`src/hdl/i2cbc_pkg.sv`:
```
// Package for the I2C bus-clear sequencer: phase codes, register indexes, state,
// configuration, request and result types, and configuration reset values. No dependencies.
package i2cbc_pkg;

    localparam int unsigned HALF_PERIOD_W = 16;
    localparam int unsigned PULSE_CNT_W   = 4;
    localparam int unsigned CFG_DATA_W    = 16;
    localparam int unsigned CFG_INDEX_W   = 1;
    localparam int unsigned PHASE_W       = 3;

    localparam logic [HALF_PERIOD_W-1:0] HALF_PERIOD_RESET = 16'd5;
    localparam logic [PULSE_CNT_W-1:0]   PULSE_COUNT_RESET = 4'd9;

    // configuration register indexes
    localparam logic [CFG_INDEX_W-1:0] REG_HALF_PERIOD = 1'd0;
    localparam logic [CFG_INDEX_W-1:0] REG_PULSE_COUNT = 1'd1;

    // sequencer phases
    localparam logic [PHASE_W-1:0] PH_IDLE     = 3'd0;
    localparam logic [PHASE_W-1:0] PH_SETTLE   = 3'd1;
    localparam logic [PHASE_W-1:0] PH_LOW      = 3'd2;
    localparam logic [PHASE_W-1:0] PH_HIGH     = 3'd3;
    localparam logic [PHASE_W-1:0] PH_STOP_SDA = 3'd4;
    localparam logic [PHASE_W-1:0] PH_STOP_SCL = 3'd5;
    localparam logic [PHASE_W-1:0] PH_STOP_REL = 3'd6;

    typedef struct packed {
        logic [PHASE_W-1:0]       phase;
        logic [PULSE_CNT_W-1:0]   pulses_done;
        logic [HALF_PERIOD_W-1:0] phase_timer;
        logic                     forced;
        logic                     held_flag;
    } seq_state_t;

    typedef struct packed {
        logic [HALF_PERIOD_W-1:0] half_period_ticks;
        logic [PULSE_CNT_W-1:0]   pulse_count;
    } seq_cfg_t;

    typedef struct packed {
        logic kind;
        logic force_clock;
        logic sda_level;
        logic scl_level;
    } seq_req_t;

    typedef struct packed {
        logic scl_pull_low;
        logic sda_pull_low;
        logic busy_res;
        logic finished;
        logic sda_free;
        logic scl_held;
    } seq_res_t;

endpackage

```
`src/hdl/i2cbc_ifs.sv`:
```
// Valid/ready channel interfaces for the I2C bus-clear sequencer:
// the request channel and the result channel. No dependencies.
interface i2cbc_in_if;
    logic valid;
    logic ready;
    logic kind;
    logic force_clock;
    logic sda_level;
    logic scl_level;

    modport source (output valid, output kind, output force_clock, output sda_level,
                    output scl_level, input ready);
    modport sink   (input valid, input kind, input force_clock, input sda_level,
                    input scl_level, output ready);
endinterface

interface i2cbc_out_if;
    logic valid;
    logic ready;
    logic scl_pull_low;
    logic sda_pull_low;
    logic busy_res;
    logic finished;
    logic sda_free;
    logic scl_held;

    modport source (output valid, output scl_pull_low, output sda_pull_low,
                    output busy_res, output finished, output sda_free,
                    output scl_held, input ready);
    modport sink   (input valid, input scl_pull_low, input sda_pull_low,
                    input busy_res, input finished, input sda_free,
                    input scl_held, output ready);
endinterface

```
`src/hdl/i2cbc_step.sv`:
```
// Next-state and result logic for one request of the bus-clear sequencer.
// Depends on i2cbc_pkg.
module i2cbc_step (
    input  i2cbc_pkg::seq_state_t cur,
    input  i2cbc_pkg::seq_cfg_t   cfg,
    input  i2cbc_pkg::seq_req_t   req,
    output i2cbc_pkg::seq_state_t nxt,
    output i2cbc_pkg::seq_res_t   res
);

    logic [i2cbc_pkg::HALF_PERIOD_W-1:0] limit;
    logic [i2cbc_pkg::HALF_PERIOD_W:0]   timer_inc;
    logic                                ends;
    logic [i2cbc_pkg::PULSE_CNT_W-1:0]   pulses_inc;
    logic                                pulses_left;
    logic                                clock_needed;

    always_comb
    begin
        // half period of zero counts as one tick
        limit = (cfg.half_period_ticks == '0) ? i2cbc_pkg::HALF_PERIOD_W'(1)
                                              : cfg.half_period_ticks;
        timer_inc    = {1'b0, cur.phase_timer} + (i2cbc_pkg::HALF_PERIOD_W + 1)'(1);
        ends         = (timer_inc >= {1'b0, limit});
        pulses_inc   = cur.pulses_done + i2cbc_pkg::PULSE_CNT_W'(1);
        pulses_left  = (cur.phase == i2cbc_pkg::PH_HIGH) ? (pulses_inc < cfg.pulse_count)
                                                         : (cur.pulses_done < cfg.pulse_count);
        clock_needed = cur.forced || (!req.sda_level && req.scl_level);

        nxt = cur;
        res = '0;

        if (cur.phase == i2cbc_pkg::PH_IDLE)
        begin
            if (req.kind)
            begin
                nxt.forced      = req.force_clock;
                nxt.held_flag   = 1'b0;
                nxt.pulses_done = '0;
                nxt.phase_timer = '0;
                nxt.phase       = i2cbc_pkg::PH_SETTLE;
            end
        end
        else
        begin
            nxt.phase_timer = ends ? '0 : timer_inc[i2cbc_pkg::HALF_PERIOD_W-1:0];
            if (ends)
            begin
                unique case (cur.phase)
                    i2cbc_pkg::PH_SETTLE, i2cbc_pkg::PH_HIGH:
                    begin
                        if (cur.phase == i2cbc_pkg::PH_HIGH)
                            nxt.pulses_done = pulses_inc;
                        if (cur.phase == i2cbc_pkg::PH_SETTLE && !clock_needed)
                        begin
                            nxt.phase    = i2cbc_pkg::PH_IDLE;
                            res.finished = 1'b1;
                            res.sda_free = req.sda_level;
                        end
                        else if (!pulses_left)
                            nxt.phase = i2cbc_pkg::PH_STOP_SDA;
                        else if (req.scl_level)
                            nxt.phase = i2cbc_pkg::PH_LOW;
                        else
                        begin
                            // device stretching SCL: give up clocking, still send STOP
                            nxt.held_flag = 1'b1;
                            nxt.phase     = i2cbc_pkg::PH_STOP_SDA;
                        end
                    end
                    i2cbc_pkg::PH_LOW:      nxt.phase = i2cbc_pkg::PH_HIGH;
                    i2cbc_pkg::PH_STOP_SDA: nxt.phase = i2cbc_pkg::PH_STOP_SCL;
                    i2cbc_pkg::PH_STOP_SCL: nxt.phase = i2cbc_pkg::PH_STOP_REL;
                    default:
                    begin
                        nxt.phase    = i2cbc_pkg::PH_IDLE;
                        res.finished = 1'b1;
                        res.sda_free = req.sda_level;
                        res.scl_held = cur.held_flag;
                    end
                endcase
            end
        end

        res.scl_pull_low = (nxt.phase == i2cbc_pkg::PH_LOW);
        res.sda_pull_low = (nxt.phase == i2cbc_pkg::PH_STOP_SDA) ||
                           (nxt.phase == i2cbc_pkg::PH_STOP_SCL);
        res.busy_res     = (nxt.phase != i2cbc_pkg::PH_IDLE);
    end

endmodule

```
`src/hdl/i2c_bus_clear_sequencer_core.sv`:
```
// I2C bus-clear sequencer top level. Depends on i2cbc_pkg, i2cbc_ifs, i2cbc_step.
// An accepted request's result goes into the output register, or into the skid register while the output is stalled.
// Throughput: one request per cycle while ready is high; the state update is a single registered pass.
// An output register plus a skid register hold results; ready falls only when both are full.
// Reset (rst_n low, asynchronous): sequencer idle, no results held,
// half_period_ticks = 5, pulse_count = 9.
module i2c_bus_clear_sequencer_core (
    input  logic                                clk,
    input  logic                                rst_n,
    i2cbc_in_if.sink                            in_ch,
    i2cbc_out_if.source                         out_ch,
    input  logic                                cfg_we,
    input  logic [i2cbc_pkg::CFG_INDEX_W-1:0]   cfg_index,
    input  logic [i2cbc_pkg::CFG_DATA_W-1:0]    cfg_data
);

    i2cbc_pkg::seq_cfg_t   cfg_reg;
    i2cbc_pkg::seq_state_t state_reg;
    i2cbc_pkg::seq_state_t state_next;
    i2cbc_pkg::seq_req_t   req;
    i2cbc_pkg::seq_res_t   res_next;
    i2cbc_pkg::seq_res_t   out_data_reg;
    i2cbc_pkg::seq_res_t   skid_data_reg;
    logic                  out_valid_reg;
    logic                  skid_valid_reg;
    logic                  in_fire;
    logic                  out_free;

    assign req = '{kind:        in_ch.kind,
                   force_clock: in_ch.force_clock,
                   sda_level:   in_ch.sda_level,
                   scl_level:   in_ch.scl_level};

    assign in_ch.ready = !skid_valid_reg;
    assign in_fire     = in_ch.valid && !skid_valid_reg;
    assign out_free    = !out_valid_reg || out_ch.ready;

    i2cbc_step u_step (
        .cur (state_reg),
        .cfg (cfg_reg),
        .req (req),
        .nxt (state_next),
        .res (res_next)
    );

    always_ff @(posedge clk or negedge rst_n)
    begin
        if (!rst_n)
        begin
            cfg_reg.half_period_ticks <= i2cbc_pkg::HALF_PERIOD_RESET;
            cfg_reg.pulse_count       <= i2cbc_pkg::PULSE_COUNT_RESET;
        end
        else if (cfg_we)
        begin
            unique case (cfg_index)
                i2cbc_pkg::REG_HALF_PERIOD:
                    cfg_reg.half_period_ticks <= cfg_data;
                default:
                    cfg_reg.pulse_count <= cfg_data[i2cbc_pkg::PULSE_CNT_W-1:0];
            endcase
        end
    end

    always_ff @(posedge clk or negedge rst_n)
    begin
        if (!rst_n)
        begin
            state_reg.phase       <= i2cbc_pkg::PH_IDLE;
            state_reg.pulses_done <= '0;
            state_reg.phase_timer <= '0;
            state_reg.forced      <= 1'b0;
            state_reg.held_flag   <= 1'b0;
        end
        else if (in_fire)
        begin
            state_reg <= state_next;
        end
    end

    // result path: output register with a skid register behind it
    always_ff @(posedge clk or negedge rst_n)
    begin
        if (!rst_n)
        begin
            out_valid_reg  <= 1'b0;
            skid_valid_reg <= 1'b0;
        end
        else if (out_free)
        begin
            if (skid_valid_reg)
            begin
                out_valid_reg  <= 1'b1;
                skid_valid_reg <= 1'b0;
            end
            else
            begin
                out_valid_reg <= in_fire;
            end
        end
        else if (in_fire)
        begin
            skid_valid_reg <= 1'b1;
        end
    end

    always_ff @(posedge clk)
    begin
        if (out_free)
        begin
            if (skid_valid_reg)
                out_data_reg <= skid_data_reg;
            else if (in_fire)
                out_data_reg <= res_next;
        end
        else if (in_fire)
        begin
            skid_data_reg <= res_next;
        end
    end

    assign out_ch.valid        = out_valid_reg;
    assign out_ch.scl_pull_low = out_data_reg.scl_pull_low;
    assign out_ch.sda_pull_low = out_data_reg.sda_pull_low;
    assign out_ch.busy_res     = out_data_reg.busy_res;
    assign out_ch.finished     = out_data_reg.finished;
    assign out_ch.sda_free     = out_data_reg.sda_free;
    assign out_ch.scl_held     = out_data_reg.scl_held;

endmodule

```
`src/flat_wrapper.sv`:
```
// flat-port wrapper written by rule: the top's interface ports become plain ports
module i2c_bus_clear_sequencer_core_flat 
  (clk, rst_n, cfg_we, cfg_index, cfg_data, in_ch_valid, in_ch_kind, in_ch_force_clock, in_ch_sda_level, in_ch_scl_level, in_ch_ready, out_ch_valid, out_ch_scl_pull_low, out_ch_sda_pull_low, out_ch_busy_res, out_ch_finished, out_ch_sda_free, out_ch_scl_held, out_ch_ready);
  i2cbc_in_if in_ch_i ();
  i2cbc_out_if out_ch_i ();
  input  logic clk;
  input  logic rst_n;
  input  logic cfg_we;
  input  logic [i2cbc_pkg::CFG_INDEX_W-1:0] cfg_index;
  input  logic [i2cbc_pkg::CFG_DATA_W-1:0] cfg_data;
  input wire logic [$bits(in_ch_i.valid)-1:0] in_ch_valid;
  input wire logic [$bits(in_ch_i.kind)-1:0] in_ch_kind;
  input wire logic [$bits(in_ch_i.force_clock)-1:0] in_ch_force_clock;
  input wire logic [$bits(in_ch_i.sda_level)-1:0] in_ch_sda_level;
  input wire logic [$bits(in_ch_i.scl_level)-1:0] in_ch_scl_level;
  output wire logic [$bits(in_ch_i.ready)-1:0] in_ch_ready;
  output wire logic [$bits(out_ch_i.valid)-1:0] out_ch_valid;
  output wire logic [$bits(out_ch_i.scl_pull_low)-1:0] out_ch_scl_pull_low;
  output wire logic [$bits(out_ch_i.sda_pull_low)-1:0] out_ch_sda_pull_low;
  output wire logic [$bits(out_ch_i.busy_res)-1:0] out_ch_busy_res;
  output wire logic [$bits(out_ch_i.finished)-1:0] out_ch_finished;
  output wire logic [$bits(out_ch_i.sda_free)-1:0] out_ch_sda_free;
  output wire logic [$bits(out_ch_i.scl_held)-1:0] out_ch_scl_held;
  input wire logic [$bits(out_ch_i.ready)-1:0] out_ch_ready;
  assign in_ch_i.valid = in_ch_valid;
  assign in_ch_i.kind = in_ch_kind;
  assign in_ch_i.force_clock = in_ch_force_clock;
  assign in_ch_i.sda_level = in_ch_sda_level;
  assign in_ch_i.scl_level = in_ch_scl_level;
  assign in_ch_ready = in_ch_i.ready;
  assign out_ch_valid = out_ch_i.valid;
  assign out_ch_scl_pull_low = out_ch_i.scl_pull_low;
  assign out_ch_sda_pull_low = out_ch_i.sda_pull_low;
  assign out_ch_busy_res = out_ch_i.busy_res;
  assign out_ch_finished = out_ch_i.finished;
  assign out_ch_sda_free = out_ch_i.sda_free;
  assign out_ch_scl_held = out_ch_i.scl_held;
  assign out_ch_i.ready = out_ch_ready;
  i2c_bus_clear_sequencer_core u_core (.clk(clk), .rst_n(rst_n), .in_ch(in_ch_i), .out_ch(out_ch_i), .cfg_we(cfg_we), .cfg_index(cfg_index), .cfg_data(cfg_data));
endmodule
```
`config.mk`:
```
export PLATFORM = sky130hd
export DESIGN_NAME = i2c_bus_clear_sequencer_core_flat
export DESIGN_NICKNAME = d
export VERILOG_FILES = /design/src/hdl/i2cbc_pkg.sv /design/src/hdl/i2cbc_ifs.sv /design/src/hdl/i2cbc_step.sv /design/src/hdl/i2c_bus_clear_sequencer_core.sv /design/src/flat_wrapper.sv
export SDC_FILE = /design/constraint.sdc
export NUM_CORES = 1
export LEC_CHECK = 0
export ABC_CLOCK_PERIOD_IN_PS = 4500
export BUFFER_PORTS_ARGS = -buffer_cell sky130_fd_sc_hd__buf_2
export CORE_MARGIN = 5
export CORE_UTILIZATION = 45
export CTS_CLUSTER_DIAMETER = 150
export DETAILED_ROUTE_END_ITERATION = 7
export GPL_TIMING_DRIVEN = 0
export MAX_ROUTING_LAYER = met4
export PLACE_DENSITY = 0.65
export SLEW_MARGIN = 20
export SYNTH_ARGS = -nofsm -noshare
export SYNTH_HDL_FRONTEND = slang
export SYNTH_SLANG_ARGS = --single-unit
```
`constraint.sdc`:
```
create_clock -name clk -period 4.5 [get_ports clk]
set_clock_uncertainty 0.15 [all_clocks]
set_input_delay 0.675 -clock clk [delete_from_list [all_inputs] [get_ports clk]]
set_output_delay 0.675 -clock clk [all_outputs]
set_load 0.02 [all_outputs]
```
# After elaboration in Yosys (flattened, before gate mapping)
# Cells that the tools add are included.
word_totals:
  register_bits: 59
  input_bits: 26
  output_inout_bits: 8
  word_cells: 97
op_classes:
  add_sub_neg: 2
  magnitude_cmp: 3
  eq_ne: 11
  muxes: 28
  bitwise_logic: 2
  n_reduce_logical: 30
ops:
  columns: ["op", "count"]
  rows:
  - ["2-to-1 mux 16 bit", 2]
  - ["2-to-1 mux 25 bit", 1]
  - ["2-to-1 mux 23 bit", 1]
  - ["adder 16 x 1 -> 17 bit (second input constant)", 1]
  - [">= comparator 17 x 16 -> 1 bit", 1]
  - ["logical NOT 16 bit", 1]
  - ["2-to-1 mux 3 bit", 5]
  - ["== test 3 bit (second input constant)", 4]
  - ["2-to-1 mux 6 bit", 2]
  - ["case mux 3 bit (4 select lines)", 1]
  - ["nonzero test 2 bit", 6]
  - ["2-to-1 mux 1 bit", 11]
  - ["AND reduction 2 bit", 5]
  - ["== test 3 x 2 -> 1 bit (second input constant)", 3]
  - ["< comparator 4 bit", 2]
  - ["2-to-1 mux 4 bit", 2]
  - ["2-to-1 mux 7 bit", 1]
  - ["AND reduction 7 bit", 1]
  - ["AND reduction 5 bit", 1]
  - ["OR reduction 5 bit", 1]
  - ["adder 4 x 1 -> 4 bit (second input constant)", 1]
  - ["logical NOT 1 bit", 4]
  - ["!= test 2 bit (second input constant)", 2]
  - ["case mux 2 bit (2 select lines)", 1]
  - ["other kinds (11)", 16]

# Logic depth before layout (Yosys ltp)
# Gate-level depths: netlist of the first run.
depth:
  word_depth: 13
  mapped_depth: 14
  ltp_nobuf: 13

# Cells and area by module
# Synthesis of the first run repeated with hierarchy kept, for this count alone.
hier_totals:
  cells_unflattened: 326
  area_unflattened_um2: 3732.3
by_module_without_submodules:
  columns: ["module", "n_inst", "cells_each", "area_per_inst_um2", "seq_area_each_um2"]
  rows:
  - ["i2c_bus_clear_sequencer_core", 1, 126, 2323.5, 1541.5]
  - ["i2cbc_step", 1, 200, 1408.9, 0.0]

# Least setup slack after synthesis of the first run
# No wires, ideal clock.
synth_timing:
  path_type: "register -> register"
  start: "reg u_core.state_reg[2] (netlist name)"
  end: "reg u_core.out_data_reg (netlist bit u_core.out_ch.sda_pull_low), data pin"
  setup_time_ps: 255
  arrival_ps: 2965
  required_ps: 4095
  slack_ps: 1130
  stages_incl_launch_ff: 14
  path_buffers: 1
  synth_period_minus_slack_ps: 3370
  cell_sequence: "dfrtp_1 ha_1 nand4_2 nor2_1 nand4_1 xnor2_1 ha_1 nand4_1 nor4_4 nor3_2 o311a_4 buf_6 o21a_1 a31o_1"
synth_between:
  elab_chain_cells: 8
  elab_cells_between_ends: 9
  classes_between: "add/sub (1); order compare (1); eq/ne (2); mux (4); reduce/logical (1)"
synth_rtl:
  columns: ["item", "line_no", "rtl"]
  rows:
  - ["from (decl)", "i2c_bus_clear_sequencer_core.sv:18", "i2cbc_pkg::seq_state_t state_reg;"]
  - ["from (signal assigned)", "i2c_bus_clear_sequencer_core.sv:76", "state_reg <= state_next;"]
  - ["adder 16 x 1 -> 17 bit (*)", "i2cbc_step.sv:23", "timer_inc = {1'b0, cur.phase_timer} + (i2cbc_pkg::HALF_PERIOD_W + 1)'(1);"]
  - [">= comparator 17 x 16 -> 1 bit (*)", "i2cbc_step.sv:24", "ends = (timer_inc >= {1'b0, limit});"]
  - ["2-to-1 mux 7 bit (*)", "i2cbc_step.sv:47", "if (ends)"]
  - ["2-to-1 mux 23 bit (*)", "i2cbc_step.sv:33", "if (cur.phase == i2cbc_pkg::PH_IDLE)"]
  - ["== test 3 bit (on tied branches)", "i2cbc_step.sv:86, i2cbc_step.sv:87", null]
  - ["logical OR 1 bit (*)", "i2cbc_step.sv:86", "res.sda_pull_low = (nxt.phase == i2cbc_pkg::PH_STOP_SDA) ||"]
  - ["2-to-1 mux 6 bit (*)", "i2c_bus_clear_sequencer_core.sv:112", "else if (in_fire)"]
  - ["2-to-1 mux 6 bit (*)", "i2c_bus_clear_sequencer_core.sv:110", "if (skid_valid_reg)"]
  - ["to (signal assigned)", "i2c_bus_clear_sequencer_core.sv:111", "out_data_reg <= skid_data_reg;"]
  - ["to (signal assigned)", "i2c_bus_clear_sequencer_core.sv:113", "out_data_reg <= res_next;"]
  - ["to (decl)", "i2c_bus_clear_sequencer_core.sv:22", "i2cbc_pkg::seq_res_t out_data_reg;"]
# Mark *: on every way between the ends. The rest lies on a longest branch, timed or not. The select of a mux whose other input is x is not followed.
# A chain may end at the register's enable or synchronous reset.

# Worst setup path in the final report of the first run
layout_timing:
  start: "reg u_core.state_reg[2] (netlist name)"
  end: "reg u_core.out_data_reg (netlist bit u_core.out_ch.busy_res), data pin"
layout_between:
  elab_chain_cells: 7
layout_rtl:
  columns: ["item", "line_no", "rtl"]
  rows:
  - ["adder 16 x 1 -> 17 bit", "i2cbc_step.sv:23", null]
  - [">= comparator 17 x 16 -> 1 bit", "i2cbc_step.sv:24", null]
  - ["2-to-1 mux 7 bit", "i2cbc_step.sv:47", null]
  - ["2-to-1 mux 23 bit", "i2cbc_step.sv:33", null]
  - ["nonzero test 3 bit", "i2cbc_step.sv:88", "res.busy_res = (nxt.phase != i2cbc_pkg::PH_IDLE);"]
  - ["2-to-1 mux 6 bit", "i2c_bus_clear_sequencer_core.sv:112", null]
  - ["2-to-1 mux 6 bit", "i2c_bus_clear_sequencer_core.sv:110", null]
# Every way passes these cells. The select of a mux whose other input is x is not followed.

==> results of run 1 <==
[synth_stat cells (4+ instances only)]
| library cell | instances | area share |
|---|---|---|
| nor4_1 | 4 | 0.0071 |
| edfxtp_1 | 12 | 0.10 |
| o21ai_0 | 28 | 0.040 |
| ha_1 | 24 | 0.086 |
| inv_1 | 26 | 0.028 |
| nand3_1 | 15 | 0.021 |
| xnor2_1 | 10 | 0.025 |
| nor2_1 | 19 | 0.020 |
| mux2_2 | 9 | 0.029 |
| nand2b_1 | 6 | 0.011 |
| clkbuf_1 | 7 | 0.0075 |
| dfrtp_1 | 43 | 0.31 |
| nand4_1 | 8 | 0.014 |
| nor3_1 | 4 | 0.0057 |
| a32o_1 | 15 | 0.043 |
| dfstp_2 | 4 | 0.030 |
| nand2_1 | 33 | 0.035 |
| a21oi_1 | 9 | 0.013 |
| xor2_1 | 7 | 0.017 |
[path summary, 6_finish.rpt]
path,to,startpoint,cells after the start,slack (ns)
min,u_core.state_reg[0]$_DFFE_PN0P_,rst_n,1,0.19
max in group asynchronous,u_core.state_reg[8]$_DFFE_PN0P_,rst_n,1,3.58
min reg2reg,u_core.cfg_reg[2]$_DFFE_PN0P_,u_core.cfg_reg[2]$_DFFE_PN0P_,1,0.38
min in group clk,u_core.cfg_reg[2]$_DFFE_PN0P_,u_core.cfg_reg[2]$_DFFE_PN0P_,1,0.38
max reg2reg,u_core.out_ch.busy_res$_DFFE_PP_,u_core.state_reg[2]$_DFFE_PN0P_,13,0.58
max,u_core.out_ch.busy_res$_DFFE_PP_,u_core.state_reg[2]$_DFFE_PN0P_,13,0.58
[power by group through the flow]
| stage | Sequential (mW) | Clock, mW | Combinational, mW |
|---|---|---|---|
| 2_1_floorplan | 0.635 | 0 | 0.174 |
| 3_3_place_gp | 0.637 | 0 | 0.248 |
| 3_5_place_dp | 0.638 | 0 | 0.258 |
| 4_1_cts | 0.629 | 0.601 | 0.260 |
| 5_1_grt | 0.635 | 0.625 | 0.293 |
| 6_report | 0.629 | 0.590 | 0.258 |
[through the flow]
stage,std cells,instance area (sq um)
2_1_floorplan,341,3500
3_3_place_gp,476,3800
3_5_place_dp,476,3800
4_1_cts,492,4040
5_1_grt,492,4040
6_report,492,4040
[layer usage]
metal	vias up	share of wire	track usage
li1	1344	-	-
met3	10	0.038	0.0464
met5	-	0	-
met2	50	0.51	0.296
met4	0	0.013	0.0599
met1	1337	0.44	0.207
[cells by family (layout without fill, tap and decap cells)]
kind of cell             count (synthesis)  count (layout)  share of synthesized area
flip-flops                              59              59                      0.440
AND/OR/NAND/NOR                        111             111                      0.176
XOR/XNOR                                17              17                     0.0425
multiplexers                             9               9                     0.0289
buffers and inverters                   38              87                     0.0450
AO/OA/AOI/OAI                           83              83                      0.182
adder cells (fa/ha/maj)                 24              24                     0.0857
[layout make-up]
type / instances / area [sq um] / area share
plain buffers: 12 / 60.1 / 0.0149
clock buffers: 11 / 141 / 0.0350
clock inverters: 5 / 100 / 0.0248
inverters: 26 / 97.6 / 0.0241
multi-input cells: 244 / 1810 / 0.447
flip-flops and latches: 59 / 1540 / 0.381
well taps: 102 / 128 / 0.0316
repair buffers: 33 / 168 / 0.0415
==> metrics.md, run 1 <==
| Metric | Value |
|---|---|
| Run status | completed |
| Avg Inst Size Synth | 10.3 sq um |
| Number of global-route vias before repair | 2866 |
| Cell family with most CP delay | simple AND/OR/NAND/NOR gates |
| Period minus WS final | 3.92 ns |
| Root buffer cell | clkbuf_8 |
| Skew-Pair Late Insertion Delay | 0.34 ns |
| Vias per cell | 5.57 |
| NumNets Final | 435 |
| Clock-pin slew of the registers on the worst-case setup and hold paths | 0.07 ns |
| Num Clock Sinks | 59 |
| P_sw | 0.403 mW |
| Synth-to-Final Area Change | 15.3% |
| Max reg flops | 25 |
| I/O Pins | 34 |
| GRT Total Usage | 0.177 |
| Die area | 0.00965 sq mm |
| Most common cell after layout, fill and taps aside | dfrtp_1 |
| Worst setup path class | flip-flop to flip-flop |
| Post-synth EDFFs | 12 |
| Global-route wire length before repair | 13400 um |
| Main synth FF type | dfrtp_1 |
| Worst-Margin Slew | 0.667 ns |
| DRT Wirelength | 7900 um |
| Worst Path Buf+Inv | 0 |
| Total Neg Setup Slack | 0 ns |
| Worst Path Max Fanout | 6 |
| Number of distinct library cells after synthesis | 57 |
| Slowest CP cell | dfrtp_1 |
| Post-Syn Nets | 391 |
| Sequential share of power | 0.426 |
| Comb power frac | 0.175 |
| H-tree levels | 3 |
| Synthesis Warnings | 0 |
| Critical Path, Cell by Cell | ha_1, nand4_2, nor2_1, nand3_1, xnor2_1, ha_1, a21o_1, a21o_1, nor3_2, o311a_4, o22ai_1, nand2b_4, o31a_1 |
| First-pass DRT Iterations | 4 |
| Final Max Slew Viols | 0 |
| Max VDD drop | 0.000213 V |
| Vias | 2741 |
| Sw Ratio | 0.273 |
| Async SR Flop Fraction | 0.797 |
| Core Area | 0.00765 sq mm |
| Final Hold Fails | 0 |
| Hold Crit Class | primary input to asynchronous set/reset pin |
| Setup Buffers After CTS | 0 |
| Residual DRC count | 0 |
| Core Util, Final | 0.528 |
| Setup WS post-layout | 0.580 ns |
| Pwr dens | 365 mW/mm^2 |
| Routed len/inst | 16.1 um |
| CTS Buf Count | 9 |
| Nature of the critical path endpoint | flip-flop |
| Critical Path Max Stage Delay | 0.46 ns |
| Initial Util | 0.458 |
| Clk pwr share | 0.400 |
| Pin count of the biggest net entering global routing | 48 |
| Overall power | 1.48 mW |
| Clock tree from TritonCTS | yes |
| Commonest non-fill, non-tap cells in the layout | dfrtp_1 (43), buf_2 (35), nand2_1 (33) |
| Initial antenna violation count | 0 |
| Post-Syn Area | 0.00350 sq mm |
| I/O Buffers | 33 |
| Clock Path Buffers | 2 |
| #FFs+latches synth | 59 |
| Seq/Total Area, Yosys | 0.440 |
| Data arrival, critical path | 3.86 ns |
| ANT nets after route | 0 |
| Max frequency | 0.255 GHz |
| DIE HEIGHT | 98.3 um |
| CP Launch Type | flip-flop |
| Internal | 1.07 mW |
| RSZ-0062 raised after global routing | no |
| Min Hold Slack | 0.194 ns |
| 1st-iter DRT viols | 88 |
| Gpl congestion | 0.842 |
| Grt ovf | 0 |
| Pleak | 1.83 nW |
| Crit share post-route | 0.871 |
| Required @ worst endpoint | 4.44 ns |
| Site row count | 32 |
| Final setup vio count | 0 |
| HPWL Detailed | 5980 um |
| Number of fill cells | 715 |
| Layout cells sized above 1 | 0.210 |
| Pre-CTS WS | 0.625 ns |
| Slew Limit Headroom | 0.549 |
| DIE WIDTH | 98.3 um |
| Diodes inserted | 0 |
| Max-Cap Viols | 0 |
| CTS resizes | 0 |
| Post-Syn Instances | 341 |
| Post-CTS Hold Buffers | 0 |
(Power assumes the default switching activity.)
==> run 2, diff against run 1 <==
--- a/config.mk
+++ b/config.mk
@@ -7,7 +7,6 @@
 export LEC_CHECK = 0
 export ABC_CLOCK_PERIOD_IN_PS = 4500
 export BUFFER_PORTS_ARGS = -buffer_cell sky130_fd_sc_hd__buf_2
-export CORE_MARGIN = 5
 export CORE_UTILIZATION = 45
 export CTS_CLUSTER_DIAMETER = 150
 export DETAILED_ROUTE_END_ITERATION = 7
==> metrics.md, run 2 (synthesis results as in run 1) <==
| Metric | Value |
|---|---|
| Final Max Slew Viols | 0 |
| H-tree levels | 3 |
| Initial Util | 0.473 |
| 1st-iter DRT viols | 116 |
| DRT Wirelength | 7610 um |
| I/O Buffers | 33 |
| Initial antenna violation count | 0 |
| Skew-Pair Late Insertion Delay | 0.34 ns |
| Num Clock Sinks | 59 |
| NumNets Final | 435 |
| Number of global-route vias before repair | 2650 |
| Gpl congestion | 0.825 |
| Final Hold Fails | 0 |
| Final setup vio count | 0 |
| Pleak | 1.81 nW |
| Pin count of the biggest net entering global routing | 48 |
| Data arrival, critical path | 3.83 ns |
| CTS resizes | 0 |
| Slew Limit Headroom | 0.584 |
| Clock tree from TritonCTS | yes |
| Clock-pin slew of the registers on the worst-case setup and hold paths | 0.06 ns |
| Clock Path Buffers | 2 |
| DIE WIDTH | 90.3 um |
| RSZ-0062 raised after global routing | no |
| Period minus WS final | 3.89 ns |
| I/O Pins | 34 |
| Total Neg Setup Slack | 0 ns |
| Layout cells sized above 1 | 0.205 |
| Max VDD drop | 0.000275 V |
| Nature of the critical path endpoint | flip-flop |
| Core Area | 0.00741 sq mm |
| R2R setup slack | 0.61 ns |
| Vias | 2676 |
| Diodes inserted | 0 |
| Die area | 0.00815 sq mm |
| Grt ovf | 0 |
| Crit share post-route | 0.864 |
| Max-Cap Viols | 0 |
| Cell area after layout | 0.00399 sq mm |
| Max reg flops | 25 |
| Synth-to-Final Area Change | 14.0% |
| Vias per cell | 5.47 |
| GRT Total Usage | 0.207 |
| Number of fill cells | 684 |
| Global-route wire length before repair | 12800 um |
| DIE HEIGHT | 90.3 um |
| Commonest non-fill, non-tap cells in the layout | dfrtp_1 (43), buf_2 (35), nand2_1 (33) |
| First-pass DRT Iterations | 4 |
| Site row count | 31 |
| CTS Buf Count | 9 |
| Post-placement cell area | 0.00379 sq mm |
| ANT nets after route | 0 |
| Root buffer cell | clkbuf_8 |
| Routed len/inst | 15.6 um |
| Required @ worst endpoint | 4.44 ns |
| Pwr dens | 342 mW/mm^2 |
| Hold Crit Class | primary input to asynchronous set/reset pin |
| Worst setup path class | flip-flop to flip-flop |
| Setup Buffers After CTS | 0 |
| Post-CTS Hold Buffers | 0 |
| Worst-Margin Slew | 0.625 ns |
| Run status | completed |
| Most common cell after layout, fill and taps aside | dfrtp_1 |
| Residual DRC count | 0 |
| Max frequency | 0.257 GHz |
| Worst Path Max Fanout | 6 |
| HPWL Detailed | 5740 um |
| CP Launch Type | flip-flop |
## run 2: changes by cell type in the layout (fill, tap and decap cells not counted)
cell and change:
bufinv_16 -2, clkbuf_8 +1, clkinv_2 -1, clkbuf_1 +2
## run 2: metrics by stage
stage	hold slack (ns)	util	power, mW	instances	worst slack (ns)
final	0.202	0.539	1.37	489	0.610
after global routing	0.244	0.539	1.44	489	0.340
after CTS	0.363	0.539	1.39	489	0.559
after detailed placement	0.349	0.512	0.894	473	0.576
after global placement	0.345	0.512	0.883	473	0.651
after floorplan	0.229	-	0.810	341	1.13
## run 2: area by class of cell
type                            instances  area (sq um)  share of cell area
Buffer                                 12          60.1              0.0150
Clock buffer                           14           163              0.0407
Clock inverter                          2          35.0             0.00877
Inverter                               26          97.6              0.0244
Multi-Input combinational cell        244          1810               0.452
Sequential cell                        59          1540               0.386
Tap cell                               99           124              0.0310
Timing Repair Buffer                   33           168              0.0420
## run 2: final timing paths
| path | startpoint | endpoint | depth (start not counted) |
|---|---|---|---|
| min in group clk | u_core.cfg_reg[2]$_DFFE_PN0P_ | u_core.cfg_reg[2]$_DFFE_PN0P_ | 1 |
| worst max-delay path | u_core.state_reg[2]$_DFFE_PN0P_ | u_core.out_ch.busy_res$_DFFE_PP_ | 13 |
| max in group asynchronous | rst_n | u_core.state_reg[17]$_DFFE_PN0P_ | 1 |
| worst min register to register | u_core.cfg_reg[2]$_DFFE_PN0P_ | u_core.cfg_reg[2]$_DFFE_PN0P_ | 1 |
| worst min-delay path | rst_n | u_core.cfg_reg[5]$_DFFE_PN0P_ | 1 |
| worst max register to register | u_core.state_reg[2]$_DFFE_PN0P_ | u_core.out_ch.busy_res$_DFFE_PP_ | 13 |
## run 2: power by group
part / internal, mW / switching (mW) / leakage, nW
Combinational: 0.0957 / 0.159 / 0.988
Sequential: 0.597 / 0.0309 / 0.719
Clock: 0.286 / 0.196 / 0.101
## run 2: critical path: stages (launching register included)
cell	delay, ns
dfrtp_1	0.46
ha_1	0.27
nand4_2	0.20
nor2_1	0.27
nand3_1	0.13
xnor2_1	0.28
ha_1	0.33
a21o_1	0.19
a21o_1	0.21
nor3_2	0.29
o311a_4	0.28
o22ai_1	0.12
nand2b_4	0.21
o31a_1	0.25
## run 2: metal layers
layer / wire [um] / share of wire / vias up / global-route usage
met5: 0 / 0 / - / -
met3: 201 / 0.026 / 13 / 0.0404
li1: - / - / 1345 / -
met4: 127 / 0.017 / 0 / 0.0820
met2: 3750 / 0.49 / 44 / 0.332
met1: 3530 / 0.46 / 1274 / 0.257
==> run 3, diff against run 2 <==
--- a/config.mk
+++ b/config.mk
@@ -7,12 +7,12 @@
 export LEC_CHECK = 0
 export ABC_CLOCK_PERIOD_IN_PS = 4500
 export BUFFER_PORTS_ARGS = -buffer_cell sky130_fd_sc_hd__buf_2
-export CORE_UTILIZATION = 45
+export CORE_UTILIZATION = 59
 export CTS_CLUSTER_DIAMETER = 150
 export DETAILED_ROUTE_END_ITERATION = 7
 export GPL_TIMING_DRIVEN = 0
 export MAX_ROUTING_LAYER = met4
-export PLACE_DENSITY = 0.65
+export PLACE_DENSITY = 0.82
 export SLEW_MARGIN = 20
 export SYNTH_ARGS = -nofsm -noshare
 export SYNTH_HDL_FRONTEND = slang
==> metrics.md, run 3 (synthesis results as in run 1) <==
| Metric | Value |
|---|---|
| Root buffer cell | clkbuf_8 |
| Pin count of the biggest net entering global routing | 48 |
| Required @ worst endpoint | 4.44 ns |
| DRT Wirelength | 7480 um |
| H-tree levels | 3 |
| Initial Util | 0.625 |
| CP Launch Type | flip-flop |
| Post-CTS Hold Buffers | 0 |
| Most common cell after layout, fill and taps aside | dfrtp_1 |
| DIE HEIGHT | 79.1 um |
| Final Max Slew Viols | 0 |
| Grt ovf | 0 |
| Num Clock Sinks | 59 |
| Met2 wire len | 3800 um |
| P_sw | 0.399 mW |
| Pleak | 1.82 nW |
| 1st-iter DRT viols | 137 |
| Worst setup path class | flip-flop to flip-flop |
| Total Neg Setup Slack | 0 ns |
| GRT Total Usage | 0.276 |
| I/O Pins | 34 |
| Layout cells sized above 1 | 0.210 |
| Die area | 0.00625 sq mm |
| Clock Path Buffers | 2 |
| Period minus WS final | 3.89 ns |
| Synth-to-Final Area Change | 13.8% |
| Diodes inserted | 0 |
| Max VDD drop | 0.000283 V |
| R2R setup slack | 0.61 ns |
| M1 WL | 3120 um |
| Max-Cap Viols | 0 |
| Worst-Margin Slew | 0.600 ns |
| Clock-pin slew of the registers on the worst-case setup and hold paths | 0.07 ns |
| DIE WIDTH | 79.1 um |
| First-pass DRT Iterations | 4 |
| Number of global-route vias before repair | 2836 |
| Final setup vio count | 0 |
| RSZ-0062 raised after global routing | no |
| I/O Buffers | 33 |
| Initial antenna violation count | 0 |
| Sequential share of power | 0.438 |
| Clk pwr share | 0.385 |
| Nature of the critical path endpoint | flip-flop |
| Commonest non-fill, non-tap cells in the layout | dfrtp_1 (43), buf_2 (35), nand2_1 (33) |
| HPWL Detailed | 5490 um |
| Data arrival, critical path | 3.83 ns |
| Clock tree from TritonCTS | yes |
| Overall power | 1.43 mW |
| Gpl congestion | 0.874 |
| Run status | completed |
| Critical R2R Capture | u_core.out_ch.busy_res$_DFFE_PP_ |
| Pwr dens | 359 mW/mm^2 |
| Max reg flops | 25 |
| Placed Instances | 446 |
| CTS Buf Count | 9 |
| Skew-Pair Late Insertion Delay | 0.34 ns |
| Fin cells | 462 |
| Routed len/inst | 16.2 um |
| Worst Path Max Fanout | 6 |
| Slew Limit Headroom | 0.600 |
| Vias | 2759 |
| Final Hold Fails | 0 |
| Hold Crit Class | primary input to asynchronous set/reset pin |
| Residual DRC count | 0 |
| Number of fill cells | 421 |
| Global-route wire length before repair | 12800 um |
| R2R cell count | 13 |
| Launch point of the worst reg-to-reg path | u_core.state_reg[2]$_DFFE_PN0P_ |
| Sw Ratio | 0.279 |
| Max Used Layer | met4 |
| Crit share post-route | 0.865 |
| CTS resizes | 0 |
| Core Area | 0.00561 sq mm |
| Setup Buffers After CTS | 0 |
| Met3 WL | 363 um |
| Site row count | 27 |
| Max frequency | 0.257 GHz |
| ANT nets after route | 0 |
| NumNets Final | 435 |
| Comb power frac | 0.177 |
| Internal | 1.03 mW |
| Vias per cell | 5.97 |
==> run 3: changes by cell type in the layout (fill, tap and decap cells not counted), sizes merged <==
cell and delta:
bufinv +1, clkbuf -2, inv +1
==> run 3: cell type report <==
class	instances	area [sq um]	area share
flip-flops and latches	59	1540	0.386
plain buffers	12	60.1	0.0151
clock buffers	12	155	0.0389
well taps	72	90.1	0.0226
clock inverters	4	71.3	0.0179
multi-input cells	244	1810	0.453
inverters	26	97.6	0.0245
repair buffers	33	168	0.0420
==> run 3: power by group through the flow <==
stage	combinational (mW)	clock [mW]	sequential [mW]
floorplan	0.174	0	0.635
global placement	0.243	0	0.635
detailed placement	0.252	0	0.637
CTS	0.255	0.560	0.627
global route	0.286	0.580	0.634
finish	0.254	0.551	0.627
==> run 3: routing by layer <==
layer | up-vias | track usage
li1 | 1349 | -
met1 | 1314 | 0.321
met2 | 75 | 0.455
met3 | 21 | 0.0724
met4 | 0 | 0.113
met5 | - | -
==> run 3: worst max path at each step <==
stage | startpoint | endpoint | slack [ns] | cells after the start
after floorplan | u_core.state_reg[2]$_DFFE_PN0P_ | u_core.out_ch.sda_pull_low$_DFFE_PP_ | 1.13 | 13
after global placement | u_core.state_reg[2]$_DFFE_PN0P_ | u_core.out_ch.busy_res$_DFFE_PP_ | 0.71 | 13
after detailed placement | u_core.state_reg[2]$_DFFE_PN0P_ | u_core.out_ch.busy_res$_DFFE_PP_ | 0.66 | 13
after CTS | u_core.state_reg[2]$_DFFE_PN0P_ | u_core.out_ch.busy_res$_DFFE_PP_ | 0.61 | 13
after global routing | u_core.state_reg[2]$_DFFE_PN0P_ | u_core.out_ch.busy_res$_DFFE_PP_ | 0.43 | 13
final | u_core.state_reg[2]$_DFFE_PN0P_ | u_core.out_ch.busy_res$_DFFE_PP_ | 0.61 | 13
==> run 3: worst max-delay path: stages, from the launching register on <==
cell,delay [ns]
dfrtp_1,0.46
ha_1,0.26
nand4_2,0.20
nor2_1,0.26
nand3_1,0.12
xnor2_1,0.27
ha_1,0.32
a21o_1,0.19
a21o_1,0.21
nor3_2,0.32
o311a_4,0.29
o22ai_1,0.12
nand2b_4,0.21
o31a_1,0.25
==> run 3: stage by stage <==
step	area, sq um	utilization	hold WS (ns)	setup WS (ns)
after floorplan	3500	-	0.229	1.13
after global placement	3760	0.670	0.343	0.706
after detailed placement	3760	0.670	0.348	0.662
after CTS	3990	0.711	0.363	0.611
after global routing	3990	0.711	0.238	0.427
final	3990	0.711	0.193	0.606
